File: config.mk
export PLATFORM = sky130hd
export DESIGN_NAME = tbi_front
export DESIGN_NICKNAME = d
export VERILOG_FILES = /design/src/hdl/tbi_pkg.sv /design/src/hdl/tbi_front.sv
export SDC_FILE = /design/constraint.sdc
export NUM_CORES = 1
export LEC_CHECK = 0
export BUFFER_PORTS_ARGS = -buffer_cell sky130_fd_sc_hd__buf_2
export CORE_MARGIN = 5
export CORE_UTILIZATION = 50
export CTS_CLUSTER_DIAMETER = 80
export DETAILED_ROUTE_END_ITERATION = 16
export GPL_TIMING_DRIVEN = 0
export HOLD_SLACK_MARGIN = 0.08
export PLACE_DENSITY = 0.81
export SYNTH_ARGS = -nofsm -noshare
export SYNTH_HDL_FRONTEND = slang
export SYNTH_SLANG_ARGS = --single-unit
File: constraint.sdc
create_clock -name clock -period 5 [get_ports clock]
set_input_delay 1.25 -clock clock [delete_from_list [all_inputs] [get_ports clock]]
set_output_delay 1.25 -clock clock [all_outputs]
set_load 0.01 [all_outputs]
File: src/hdl/tbi_pkg.sv
`default_nettype none
// ----------------------------------------------------------------------------
// tbi_pkg
// Types, constants and codes shared by the table bracket interpolator.
// ----------------------------------------------------------------------------
package tbi_pkg;

   localparam int DEF_ROWS        = 128;
   localparam int DEF_COLUMNS     = 6;
   localparam int DEF_VALUE_BITS  = 48;

   localparam int FRAC_BITS       = 24;
   localparam int FIELD_BITS      = 48;
   localparam int OUT_COLS        = 6;
   localparam int ITEM_VALUE_BITS = 64;
   localparam int MUL_BITS        = 32;
   localparam int QDEPTH          = 2;

   localparam logic [7:0] RESET_ROWS_IN_USE = 8'd121;
   localparam logic [2:0] RESET_DESC_COLUMN = 3'd4;

   localparam logic REG_ROWS_IN_USE = 1'b0;
   localparam logic REG_DESC_COLUMN = 1'b1;

   localparam logic REQ_LOAD   = 1'b0;
   localparam logic REQ_LOOKUP = 1'b1;

   typedef enum logic [1:0] {
      KIND_LOAD,
      KIND_LOOKUP,
      KIND_MISS
   } kind_type;

   typedef struct packed {
      kind_type                   kind;
      logic [2:0]                 column;
      logic [6:0]                 row;
      logic [ITEM_VALUE_BITS-1:0] value;
   } item_type;

   typedef enum logic [2:0] {
      ST_IDLE,
      ST_SCAN,
      ST_DIV,
      ST_RD_A,
      ST_RD_B,
      ST_DIFF,
      ST_MUL_LO,
      ST_MUL_HI
   } state_type;

endpackage

`default_nettype wire

File: src/hdl/tbi_front.sv
`default_nettype none
// ----------------------------------------------------------------------------
// tbi_front
// Accepts, classifies and queues words for the back end; drops off-table loads.
// ----------------------------------------------------------------------------
module tbi_front import tbi_pkg::*; #(
   parameter int ROWS       = DEF_ROWS,
   parameter int COLUMNS    = DEF_COLUMNS,
   parameter int VALUE_BITS = DEF_VALUE_BITS
) (
   input  wire                   clock,
   input  wire                   reset,
   input  wire                   start,
   output logic                  busy,
   input  wire                   req_type,
   input  wire [2:0]             req_column,
   input  wire [6:0]             req_row,
   input  wire [VALUE_BITS-1:0]  req_load_value,
   input  wire [VALUE_BITS-1:0]  req_query_value,
   output logic                  q_valid,
   output item_type              q_item,
   input  wire                   q_pop
);

   localparam int PW = (QDEPTH > 1) ? $clog2(QDEPTH) : 1;
   localparam int CW = $clog2(QDEPTH + 1);

   item_type        qmem_ff [QDEPTH];
   logic [PW-1:0]   wptr_ff, wptr_in, rptr_ff, rptr_in;
   logic [CW-1:0]   count_ff, count_in;
   item_type        item;
   logic            keep, push;

   always_comb begin
      item.column = req_column;
      item.row    = req_row;
      keep        = 1'b1;
      if (req_type == REQ_LOAD) begin
         item.kind  = KIND_LOAD;
         item.value = ITEM_VALUE_BITS'(req_load_value);
         keep = (32'(req_column) < COLUMNS) && (32'(req_row) < ROWS);
      end else begin
         item.kind  = (32'(req_column) < COLUMNS) ? KIND_LOOKUP : KIND_MISS;
         item.value = ITEM_VALUE_BITS'(req_query_value);
      end
   end

   assign busy    = (count_ff == CW'(QDEPTH));
   assign push    = start && !busy && keep;
   assign q_valid = (count_ff != '0);
   assign q_item  = qmem_ff[rptr_ff];

   always_comb begin
      wptr_in  = wptr_ff;
      rptr_in  = rptr_ff;
      count_in = count_ff;
      if (push) begin
         wptr_in = (wptr_ff == PW'(QDEPTH - 1)) ? '0 : wptr_ff + 1'b1;
      end
      if (q_pop && q_valid) begin
         rptr_in = (rptr_ff == PW'(QDEPTH - 1)) ? '0 : rptr_ff + 1'b1;
      end
      case ({push, q_pop && q_valid})
         2'b10:   count_in = count_ff + 1'b1;
         2'b01:   count_in = count_ff - 1'b1;
         default: count_in = count_ff;
      endcase
   end

   always_ff @(posedge clock) begin
      if (reset) begin
         wptr_ff  <= '0;
         rptr_ff  <= '0;
         count_ff <= '0;
      end else begin
         wptr_ff  <= wptr_in;
         rptr_ff  <= rptr_in;
         count_ff <= count_in;
      end
   end

   always_ff @(posedge clock) begin
      if (push) begin
         qmem_ff[wptr_ff] <= item;
      end
   end

   a_count_bound: assert property (@(posedge clock) disable iff (reset)
      count_ff <= CW'(QDEPTH)) else $error("queue count overflow");
   a_pop_nonempty: assert property (@(posedge clock) disable iff (reset)
      (count_ff == '0) |-> !q_valid) else $error("pop from empty queue");
   a_full_busy: assert property (@(posedge clock) disable iff (reset)
      busy |=> (count_ff != '0)) else $error("full queue emptied at once");

endmodule

`default_nettype wire

; Yosys cells after proc, flatten, opt, wreduce, memory -nomap -nowiden
; Memory sizes are Yosys's and may differ from the RTL's. A register that Yosys moved wholly into a read port is not among the register bits.
; Cells that the tools add are included.
[totals]
ff_bits = 4
ramBits = 120
input_bits = 111
output_inout_bits = 78
word_cells = 29
memories = 1
[op_classes]
addsub = 4
magnitude_cmp = 1
n_eq_ne = 3
n_mux = 11
reduce_logical = 6
[memory_table]
columns = memory, words, width, read_ports, rd_clocked_by_memory_dff, wr, line_no
row1 = qmem_ff, 2, 60, 1, 1, 1, tbi_front.sv:28  ; item_type qmem_ff [QDEPTH];
[op_table]
columns = operator, count
row1 = two-way mux 48 bit, 1
row2 = two-way mux 1 bit, 7
row3 = "equality test 2 bit, second input constant", 2
row4 = two-way mux 2 bit, 2
row5 = one-hot mux 2 bit (2 select lines), 1
row6 = nonzero test 2 bit, 2
row7 = logical AND 1 bit, 3
row8 = "< comparator 3 bit, second input constant", 1
row9 = "adder 1 bit, second input constant", 2
row10 = "adder 2 x 1 -> 2 bit, second input constant", 1
row11 = "equality test 2 x 1 -> 1 bit, second input constant", 1
row12 = "subtractor 2 x 1 -> 2 bit, second input constant", 1
row13 = zero test 1 bit, 1

; Depth between registers and ports, before layout
; Gate-level depths: netlist of the first run.
[depth]
depth_word = 6
mapped_depth = 7
mapped_depth_nobuf = 6

; Worst setup path before layout of the first run
; No wires, ideal clock.
[synth_timing]
path_kind = input to register
from = in req_type
to = mem qmem_ff[0][0] (netlist name) (enable)
setup_ns = 0.478
arrival_time_ns = 4.178
required_time_ns = 4.522
slack_ns = 0.343
path_stages = 4
n_path_buf = 1
path_cell_list = clkbuf_1 nand3b_1 nand3b_1 nor2_1
[synth_via]
elab_chain_len = 4
[synth_lines]
columns = element, line_no
row1 = from (decl), tbi_front.sv:15  ; input wire req_type,
row2 = two-way mux 1 bit, tbi_front.sv:38  ; if (req_type == REQ_LOAD) begin
row3 = logical AND 1 bit, tbi_front.sv:49  ; assign push = start && !busy && keep;
row4 = two-way mux 1 bit, tbi_front.sv:83  ; if (push) begin
row5 = two-way mux 1 bit (implied by the code), tbi_front.sv:84  ; qmem_ff[wptr_ff] <= item;
row6 = to (decl), tbi_front.sv:28
; Every way passes these cells.

==> results of run 1 <==
==> cell usage in the layout (no fill, tap or decap), types with 2 or more instances in the layout <==
cell type and n:
clkbuf_1 3, bufinv_16 3, nor2_4 2, clkinv_4 3
buf_12 4, xnor2_1 2, clkbuf_16 16, dfxtp_1 5
clkinv_2 2, clkbuf_8 2, inv_6 2, edfxtp_1 120
conb_1 16, mux2_2 109, nand3b_1 2, buf_2 182
nor2_1 5, buf_4 16, clkinvlp_4 3
==> where the power goes <==
part           internal, W  switching, W  total [W]
clock network     0.000776      0.000440    0.00122
registers          0.00132     0.0000389    0.00136
logic             0.000416      0.000442   0.000858
total              0.00252      0.000921    0.00344
==> layer usage <==
layer  track usage  wire length [um]
met4        0.0665               204
met3        0.0528               744
met5             0                 0
met2         0.306              5730
met1         0.200              4280
==> layout make-up <==
type,count,area [um2]
Buffer,29,183
Clock buffer,19,432
Clock inverter,13,166
Fill cell,720,3250
Inverter,1,3.75
Multi-Input combinational cell,146,1430
Sequential cell,125,3700
Tap cell,136,170
Timing Repair Buffer,175,936
==> worst min-delay path, cell delays in order, from the launching register on <==
cell and delay (ns):
dfxtp_1 0.33, xnor2_1 0.08, nor2_1 0.07
==> state kept, by name, indices dropped and copies added, names as in the netlist, named ones only <==
name / count
qmem_ff: 120
rptr_ff: 1
count_ff: 2
wptr_ff: 1
==> through the flow <==
| stage | TNS, ns | std cells | cell area (um2) | setup WS, ns | hold slack (ns) |
|---|---|---|---|---|---|
| 2_1_floorplan | 0 | 301 | 5310 | 0.343 | 0.469 |
| 3_3_place_gp | -154.27 | 608 | 6330 | -1.29 | 0.486 |
| 3_5_place_dp | 0 | 612 | 6430 | 2.01 | 0.514 |
| 4_1_cts | 0 | 644 | 7030 | 1.68 | 0.527 |
| 5_1_grt | 0 | 644 | 7030 | 1.62 | 0.543 |
| 6_report | 0 | 644 | 7030 | 1.75 | 0.521 |
==> kinds of logic after synthesis <==
logic type	share of synthesized area
AO/OA/AOI/OAI	0.00476
XOR/XNOR	0.00500
adder cells (fa/ha/maj)	0.00238
buffers and inverters	0.0355
flip-flops	0.705
multiplexers	0.234
other	0.000714
AND/OR/NAND/NOR	0.0126
==> worst paths after layout <==
kind,end,slack [ns],depth (start not counted)
setup / recovery,q_item[3],1.75,4
hold reg to reg,rptr_ff$_SDFFE_PP0P_,0.52,2
hold / removal,rptr_ff$_SDFFE_PP0P_,0.52,2
setup reg to reg,count_ff[1]$_SDFFE_PP0P_,3.17,5
==> impl_metrics.env, run 1 <==
export IMPL_grt_start_max_net_pins=28
export IMPL_synth_main_ff_cell="edfxtp_1"
export IMPL_clk_latency_ns=0.50
export IMPL_drc_errors=0
export IMPL_path_clk_slew_ns=0.06
export IMPL_yosysMostFrequentCell="edfxtp_1"
export IMPL_die_area_mm2=0.0127
export IMPL_root_buffer="clkbuf_8"
export IMPL_fp_dieW_um=112
export IMPL_cts_max_level=4
export IMPL_antenna_found_initial=0
export IMPL_start_kind="flop"
export IMPL_die_h_um=112
export IMPL_synthCells=286
export IMPL_area_growth_pct=33.8
export IMPL_dr_pass1_iters=5
export IMPL_ys_types=21
export IMPL_detail_route_wl_per_cell_um=17.0
export IMPL_hold_class="flop to flop"
export IMPL_design_power_total_w=0.00344
export IMPL_num_nets_final=607
export IMPL_ir_drop_mv=0.300
export IMPL_drtIter0Drc=120
export IMPL_synth_area_leaders="edfxtp_1 69%, mux2_2 23%, buf_4 2.3%"
export IMPL_cp_top_family="buffers and inverters"
export IMPL_ctsResizeCount=0
export IMPL_grt_overflow=0
export IMPL_slowest_delay_ns=0.37
export IMPL_wirelength_um=11000
export IMPL_fin_crit_ns=3.25
export IMPL_ys_seq_area_frac=0.705
export IMPL_postSynthAreaPerCell_um2=18.4
export IMPL_grt_first_pass_wirelength_um=17000
export IMPL_fin_skew_ns=0.00954
export IMPL_io_pins=189
export IMPL_required_ns=3.75
export IMPL_antenna_cells=0
export IMPL_cpMostUsedCell="buf_2"
export IMPL_setup_worst_path_class="flop to output pin"
export IMPL_ant_nets=0
export IMPL_fmax_mhz=307
export IMPL_start_util=0.511
export IMPL_cts_sinks=125
export IMPL_maxCapViolCount=0
export IMPL_cts_tree="done"
export IMPL_setup_viol=0
export IMPL_cts_path_max_buffers=2
export IMPL_leakagePower_nw=2.82
export IMPL_rsz0062_at_grt="no"
export IMPL_io_buffers=171
export IMPL_synth_edff_count=120
export IMPL_yosysTopAreaCellShare=0.686
export IMPL_outcome="finished, final reports clean"
export IMPL_crit_chain="clkbuf_1 > buf_2 > mux2_2 > buf_2"
export IMPL_cp_data_arrival_time_ns=2.00
export IMPL_vias=3119
export IMPL_hold_viol_final=0
export IMPL_grt_pass1_vias=3362
export IMPL_synth_seq_cells=125
export IMPL_async_flop_share=0
export IMPL_grt_use_total=0.174
export IMPL_powerDensity_mw_per_mm2=489
export IMPL_slowest_stage="mux2_2"
export IMPL_coreArea_mm2=0.0103
export IMPL_cts_hold_buffers=0
export IMPL_crit_buf_inv=3
export IMPL_via_per_inst=4.84
export IMPL_dp_hpwl_um=7780
export IMPL_yosys_area_top_type="edfxtp_1"
export IMPL_drive_gt1_frac=0.679
export IMPL_worst_r2r_startpoint="count_ff[0]$_SDFFE_PP0P_"
export IMPL_holdCritStartpoint="rptr_ff$_SDFFE_PP0P_"
export IMPL_fin_crit_sh=0.651
export IMPL_fin_util=0.684
export IMPL_synth_top_cells_by_count="120 x edfxtp_1, 109 x mux2_2, 16 x buf_4"
export IMPL_path_max_fanout=10
export IMPL_row_count=37
export IMPL_netlist_area_mm2=0.00525
export IMPL_gp_congestion=0.750
export IMPL_cts_setup_buffers=0
export IMPL_end_kind="output pin"
export IMPL_cts_buffers=17
export IMPL_maxSlewViolCount=0
export IMPL_ys_warn_count=0
Note: power is estimated with default switching activity, not from simulation.
==> inputs of run 2 (changes only) <==
==> constraint.sdc (replaced) <==
create_clock -name clock -period 3.15 [get_ports clock]
set_input_delay 0.7875 -clock clock [delete_from_list [all_inputs] [get_ports clock]]
set_output_delay 0.7875 -clock clock [all_outputs]
set_load 0.01 [all_outputs]
==> run 2 against run 1 <==
Effect of this change:
- via count rose by 0.48%
- register-to-register slack got worse by 2.3 ns
- routed wire length down 1.5%
- largest cell class unchanged
- design area fell by 0.93%
- hold slack worse by 0.046 ns
- global-route usage down 0.15 points
- flip-flop and latch count is the same
- sequential share of layout area is 0.49 points higher
- die area unchanged
- highest routed layer unchanged
- non-clock buffer count decreased by 1
==> impl_metrics.env, run 2 (synthesis results as in run 1) <==
export IMPL_outcome="finished, final reports clean"
export IMPL_place_ws_ns=0.187
export IMPL_path_clk_slew_ns=0.05
export IMPL_die_area_mm2=0.0127
export IMPL_detail_route_wl_per_cell_um=16.8
export IMPL_fin_crit_ns=2.71
export IMPL_cts_setup_buffers=0
export IMPL_ff2ff_path_depth=4
export IMPL_grt_pass1_vias=3435
export IMPL_vias=3134
export IMPL_leakagePower_nw=2.79
export IMPL_hold_viol_final=0
export IMPL_rsz0062_at_grt="no"
export IMPL_num_nets_final=606
export IMPL_power_switching_w=0.00137
export IMPL_gp_congestion=0.734
export IMPL_setup_worst_path_class="flop to output pin"
export IMPL_maxCapViolCount=0
export IMPL_swShare=0.260
export IMPL_drive_gt1_frac=0.671
export IMPL_met1_length_um=3990
export IMPL_worst_r2r_startpoint="count_ff[0]$_SDFFE_PP0P_"
export IMPL_power_frac_comb=0.253
export IMPL_grt_first_pass_wirelength_um=16800
export IMPL_antenna_found_initial=0
export IMPL_grt_start_max_net_pins=32
export IMPL_cp_data_arrival_time_ns=1.93
export IMPL_mostFrequentLayoutCells="182 x buf_2, 120 x edfxtp_1, 109 x mux2_2"
export IMPL_maxSlewViolCount=0
export IMPL_wl_met2_um=6010
export IMPL_rr_endpoint="qmem_ff[0][28]$_DFFE_PP_"
export IMPL_powerDensity_mw_per_mm2=759
export IMPL_final_common_cell="buf_2"
export IMPL_dr_pass1_iters=4
export IMPL_fin_crit_sh=0.861
export IMPL_seq_power_share=0.410
export IMPL_ctsResizeCount=0
export IMPL_cts_sinks=125
export IMPL_worst_slew_pin_slew_ns=0.982
export IMPL_largestRegisters="qmem_ff: 120 flops, count_ff: 2 flops"
export IMPL_hold_ws_ns=0.475
export IMPL_end_kind="output pin"
export IMPL_area_growth_pct=32.6
export IMPL_fmax_mhz=369
export IMPL_cp_endpoint="q_item[39]"
export IMPL_wl_met3_um=518
export IMPL_cts_path_max_buffers=2
export IMPL_drtIter0Drc=93
export IMPL_required_ns=2.36
export IMPL_root_buffer="clkbuf_8"
export IMPL_nFillCells=770
export IMPL_fin_util=0.677
export IMPL_ant_nets=0
export IMPL_antenna_cells=0
export IMPL_finalInstanceArea_mm2=0.00696
export IMPL_fin_skew_ns=0.00569
export IMPL_maxSlewHeadroom=0.344
export IMPL_grt_use_total=0.173
export IMPL_io_pins=189
export IMPL_worst_slack_ns=0.437
export IMPL_drc_errors=0
export IMPL_grt_overflow=0
export IMPL_setup_viol=0
export IMPL_cts_hold_buffers=0
export IMPL_highest_layer="met4"
export IMPL_cts_max_level=4
export IMPL_clk_latency_ns=0.50
export IMPL_start_kind="flop"
export IMPL_cts_buffers=17
export IMPL_fp_dieW_um=112
export IMPL_hold_class="primary input to flop"
export IMPL_start_util=0.511
export IMPL_row_count=37
export IMPL_via_per_inst=4.87
export IMPL_coreArea_mm2=0.0103
export IMPL_intPower_w=0.00391
export IMPL_path_max_fanout=10
export IMPL_place_area_mm2=0.00641
export IMPL_ir_drop_mv=0.392
export IMPL_p_clk_frac=0.338
export IMPL_die_h_um=112
export IMPL_largest_reg_flops=120
export IMPL_dp_hpwl_um=7880
export IMPL_wirelength_um=10800
export IMPL_io_buffers=171
export IMPL_largest_register="qmem_ff"
export IMPL_regToRegSetupSlack_ns=0.86
export IMPL_design_power_total_w=0.00528
export IMPL_cts_tree="done"
## run 2: metrics by stage
stage | instances | TNS, ns
after floorplan | 301 | -8.12
after global placement | 608 | -136.26
final | 643 | 0
after CTS | 643 | 0
after detailed placement | 611 | 0
after global routing | 643 | 0
## run 2: how the worst min path moves through the flow
| stage | from | endpoint | slack [ns] | cells after the start |
|---|---|---|---|---|
| after detailed placement | rptr_ff$_SDFFE_PP0P_ | rptr_ff$_SDFFE_PP0P_ | 0.51 | 2 |
| after global placement | count_ff[1]$_SDFFE_PP0P_ | count_ff[1]$_SDFFE_PP0P_ | 0.49 | 2 |
| final | req_row[6] | qmem_ff[0][54]$_DFFE_PP_ | 0.47 | 1 |
| after CTS | req_row[6] | qmem_ff[0][54]$_DFFE_PP_ | 0.45 | 1 |
| after global routing | req_row[6] | qmem_ff[0][54]$_DFFE_PP_ | 0.45 | 1 |
| after floorplan | count_ff[1]$_SDFFE_PP0P_ | count_ff[1]$_SDFFE_PP0P_ | 0.47 | 2 |
## run 2: metal layers
layer  global-route usage  vias up
li1                     -     1487
met1                0.183     1519
met2                0.323      104
met3               0.0415       24
met4               0.0761        0
met5                    0        -
## run 2: power groups by stage
stage,clock [W],combinational [W],sequential (W)
floorplan,0,0.000836,0.00219
global route,0.00190,0.00145,0.00218
detailed placement,0,0.00135,0.00220
finish,0.00178,0.00133,0.00216
CTS,0.00182,0.00136,0.00217
global placement,0,0.00130,0.00220
## run 2: cell type report
class	count	area, um2	area share
repair buffers	174	916	0.132
clock buffers	24	460	0.0661
multi-input cells	146	1430	0.206
well taps	136	170	0.0244
inverters	1	3.75	0.000539
flip-flops and latches	125	3700	0.532
clock inverters	8	92.6	0.0133
plain buffers	29	183	0.0262
## run 2: worst max-delay path, stage by stage, from the launching register on
cell      delay (ns)
dfxtp_1         0.30
clkbuf_1        0.28
buf_2           0.33
mux2_2          0.38
buf_2           0.14
==> inputs of run 3 (changes only) <==
--- a/config.mk
+++ b/config.mk
@@ -6,7 +6,8 @@
 export NUM_CORES = 1
 export LEC_CHECK = 0
 export BUFFER_PORTS_ARGS = -buffer_cell sky130_fd_sc_hd__buf_2
-export CORE_MARGIN = 5
+export CORE_ASPECT_RATIO = 1.5
+export CORE_MARGIN = 10
 export CORE_UTILIZATION = 50
 export CTS_CLUSTER_DIAMETER = 80
 export DETAILED_ROUTE_END_ITERATION = 16
==> run 3 against run 2 <==
Effect of this change:
- setup slack gained 0.041 ns
- flip-flop and latch count is the same
- hold slack improved by 0.035 ns
- via count increased by 0.54%
- critical path type unchanged
- largest power group unchanged
- highest routed layer unchanged
==> impl_metrics.env, run 3 (synthesis results as in run 1) <==
export IMPL_outcome="finished, final reports clean"
export IMPL_cts_tree="done"
export IMPL_fin_util=0.684
export IMPL_worst_slack_ns=0.478
export IMPL_cpMostUsedCell="buf_2"
export IMPL_worstHoldEndpoint="count_ff[1]$_SDFFE_PP0P_"
export IMPL_worst_r2r_startpoint="count_ff[0]$_SDFFE_PP0P_"
export IMPL_cts_path_max_buffers=2
export IMPL_ir_drop_mv=0.495
export IMPL_finalInstanceArea_mm2=0.00697
export IMPL_largest_reg_flops=120
export IMPL_design_power_total_w=0.00537
export IMPL_seq_power_share=0.403
export IMPL_row_count=45
export IMPL_coreArea_mm2=0.0102
export IMPL_clk_latency_ns=0.40
export IMPL_root_buffer="clkbuf_16"
export IMPL_drc_errors=0
export IMPL_hold_depth=2
export IMPL_maxSlewHeadroom=0.356
export IMPL_power_switching_w=0.00147
export IMPL_dp_hpwl_um=8960
export IMPL_slowest_delay_ns=0.38
export IMPL_maxCapViolCount=0
export IMPL_setup_viol=0
export IMPL_required_ns=2.36
export IMPL_p_clk_frac=0.346
export IMPL_cts_max_level=4
export IMPL_fin_skew_ns=0.00670
export IMPL_fp_dieW_um=104
export IMPL_path_max_fanout=10
export IMPL_cp_top_family="buffers and inverters"
export IMPL_ctsResizeCount=0
export IMPL_die_area_mm2=0.0151
export IMPL_grt_start_max_net_pins=32
export IMPL_die_h_um=146
export IMPL_cts_hold_buffers=0
export IMPL_crit_chain="clkbuf_1 > buf_2 > mux2_2 > buf_2"
export IMPL_path_clk_slew_ns=0.05
export IMPL_hold_class="flop to flop"
export IMPL_num_nets_final=605
export IMPL_crit_buf_inv=3
export IMPL_largestRegisters="qmem_ff: 120 flops, count_ff: 2 flops"
export IMPL_setup_worst_path_class="flop to output pin"
export IMPL_grt_first_pass_wirelength_um=18600
export IMPL_powerDensity_mw_per_mm2=771
export IMPL_leakagePower_nw=2.79
export IMPL_holdCritStartpoint="count_ff[1]$_SDFFE_PP0P_"
export IMPL_fin_crit_ns=2.67
export IMPL_drtIter0Drc=88
export IMPL_power_frac_comb=0.251
export IMPL_end_kind="output pin"
export IMPL_place_ws_ns=0.170
export IMPL_intPower_w=0.00391
export IMPL_fin_crit_sh=0.848
export IMPL_grt_use_total=0.158
export IMPL_start_util=0.515
export IMPL_start_kind="flop"
export IMPL_antenna_cells=0
export IMPL_io_pins=189
export IMPL_area_growth_pct=32.7
export IMPL_rsz0062_at_grt="no"
export IMPL_cp_data_arrival_time_ns=1.88
export IMPL_final_common_cell="buf_2"
export IMPL_ant_nets=0
export IMPL_hold_ws_ns=0.510
export IMPL_grt_overflow=0
export IMPL_fmax_mhz=374
export IMPL_rr_endpoint="qmem_ff[1][24]$_DFFE_PP_"
export IMPL_swShare=0.273
export IMPL_io_buffers=171
export IMPL_slowest_stage="mux2_2"
export IMPL_mostFrequentLayoutCells="182 x buf_2, 120 x edfxtp_1, 109 x mux2_2"
export IMPL_detail_route_wl_per_cell_um=18.6
export IMPL_cts_buffers=17
export IMPL_maxSlewViolCount=0
export IMPL_gp_congestion=0.694
export IMPL_via_per_inst=4.87
export IMPL_ff2ff_path_depth=4
export IMPL_place_area_mm2=0.00639
export IMPL_largest_register="qmem_ff"
export IMPL_drive_gt1_frac=0.676
export IMPL_regToRegSetupSlack_ns=0.87
export IMPL_vias=3151
export IMPL_grt_pass1_vias=3607
export IMPL_antenna_found_initial=0
export IMPL_worst_slew_pin_slew_ns=0.964
export IMPL_hold_viol_final=0
export IMPL_wirelength_um=12000
export IMPL_cts_sinks=125
export IMPL_dr_pass1_iters=4
export IMPL_cts_setup_buffers=0
run 3: worst max path at each step:
stage | endpoint | slack, ns | cells past startpoint
after CTS | q_item[1] | 0.42 | 4
after global routing | q_item[39] | 0.38 | 4
final | q_item[0] | 0.48 | 4
after detailed placement | qmem_ff[1][20]$_DFFE_PP_ | 0.17 | 5
after floorplan | qmem_ff[0][0]$_DFFE_PP_ | -0.07 | 4
after global placement | qmem_ff[1][26]$_DFFE_PP_ | -1.20 | 4
run 3: per-layer routing:
layer,wire length [um],GRT usage,vias up
li1,-,-,1490
met1,4140,0.146,1525
met2,6770,0.295,116
met3,818,0.0642,20
met4,286,0.0670,0
met5,0,0,-
run 3: power by group through the flow:
| stage | combinational, W | clock [W] | sequential, W |
|---|---|---|---|
| after floorplan | 0.000836 | 0 | 0.00219 |
| after global placement | 0.00132 | 0 | 0.00220 |
| after detailed placement | 0.00137 | 0 | 0.00220 |
| after CTS | 0.00138 | 0.00189 | 0.00217 |
| after global routing | 0.00146 | 0.00198 | 0.00218 |
| final | 0.00135 | 0.00186 | 0.00217 |
run 3: per-stage QoR:
stage | setup TNS [ns] | std cells
CTS | 0 | 647
detailed placement | 0 | 615
global route | 0 | 647
floorplan | -8.12 | 301
finish | 0 | 647
global placement | -143.15 | 613
run 3: cell type report:
type                       count  area (um2)
clock inverter                15         149
timing repair buffer         173         896
fill                         727        3220
tap                          141         176
multi-input combinational    146        1430
sequential                   125        3700
buffer                        29         183
inverter                       1        3.75
clock buffer                  17         425
run 3: tightest hold or removal path: cells and delay by family, from the launching register on:
| family | cells | cell delay (ns) |
|---|---|---|
| AOI/OAI and AO/OA | 2 | 0.14 |
| DFF | 1 | 0.33 |
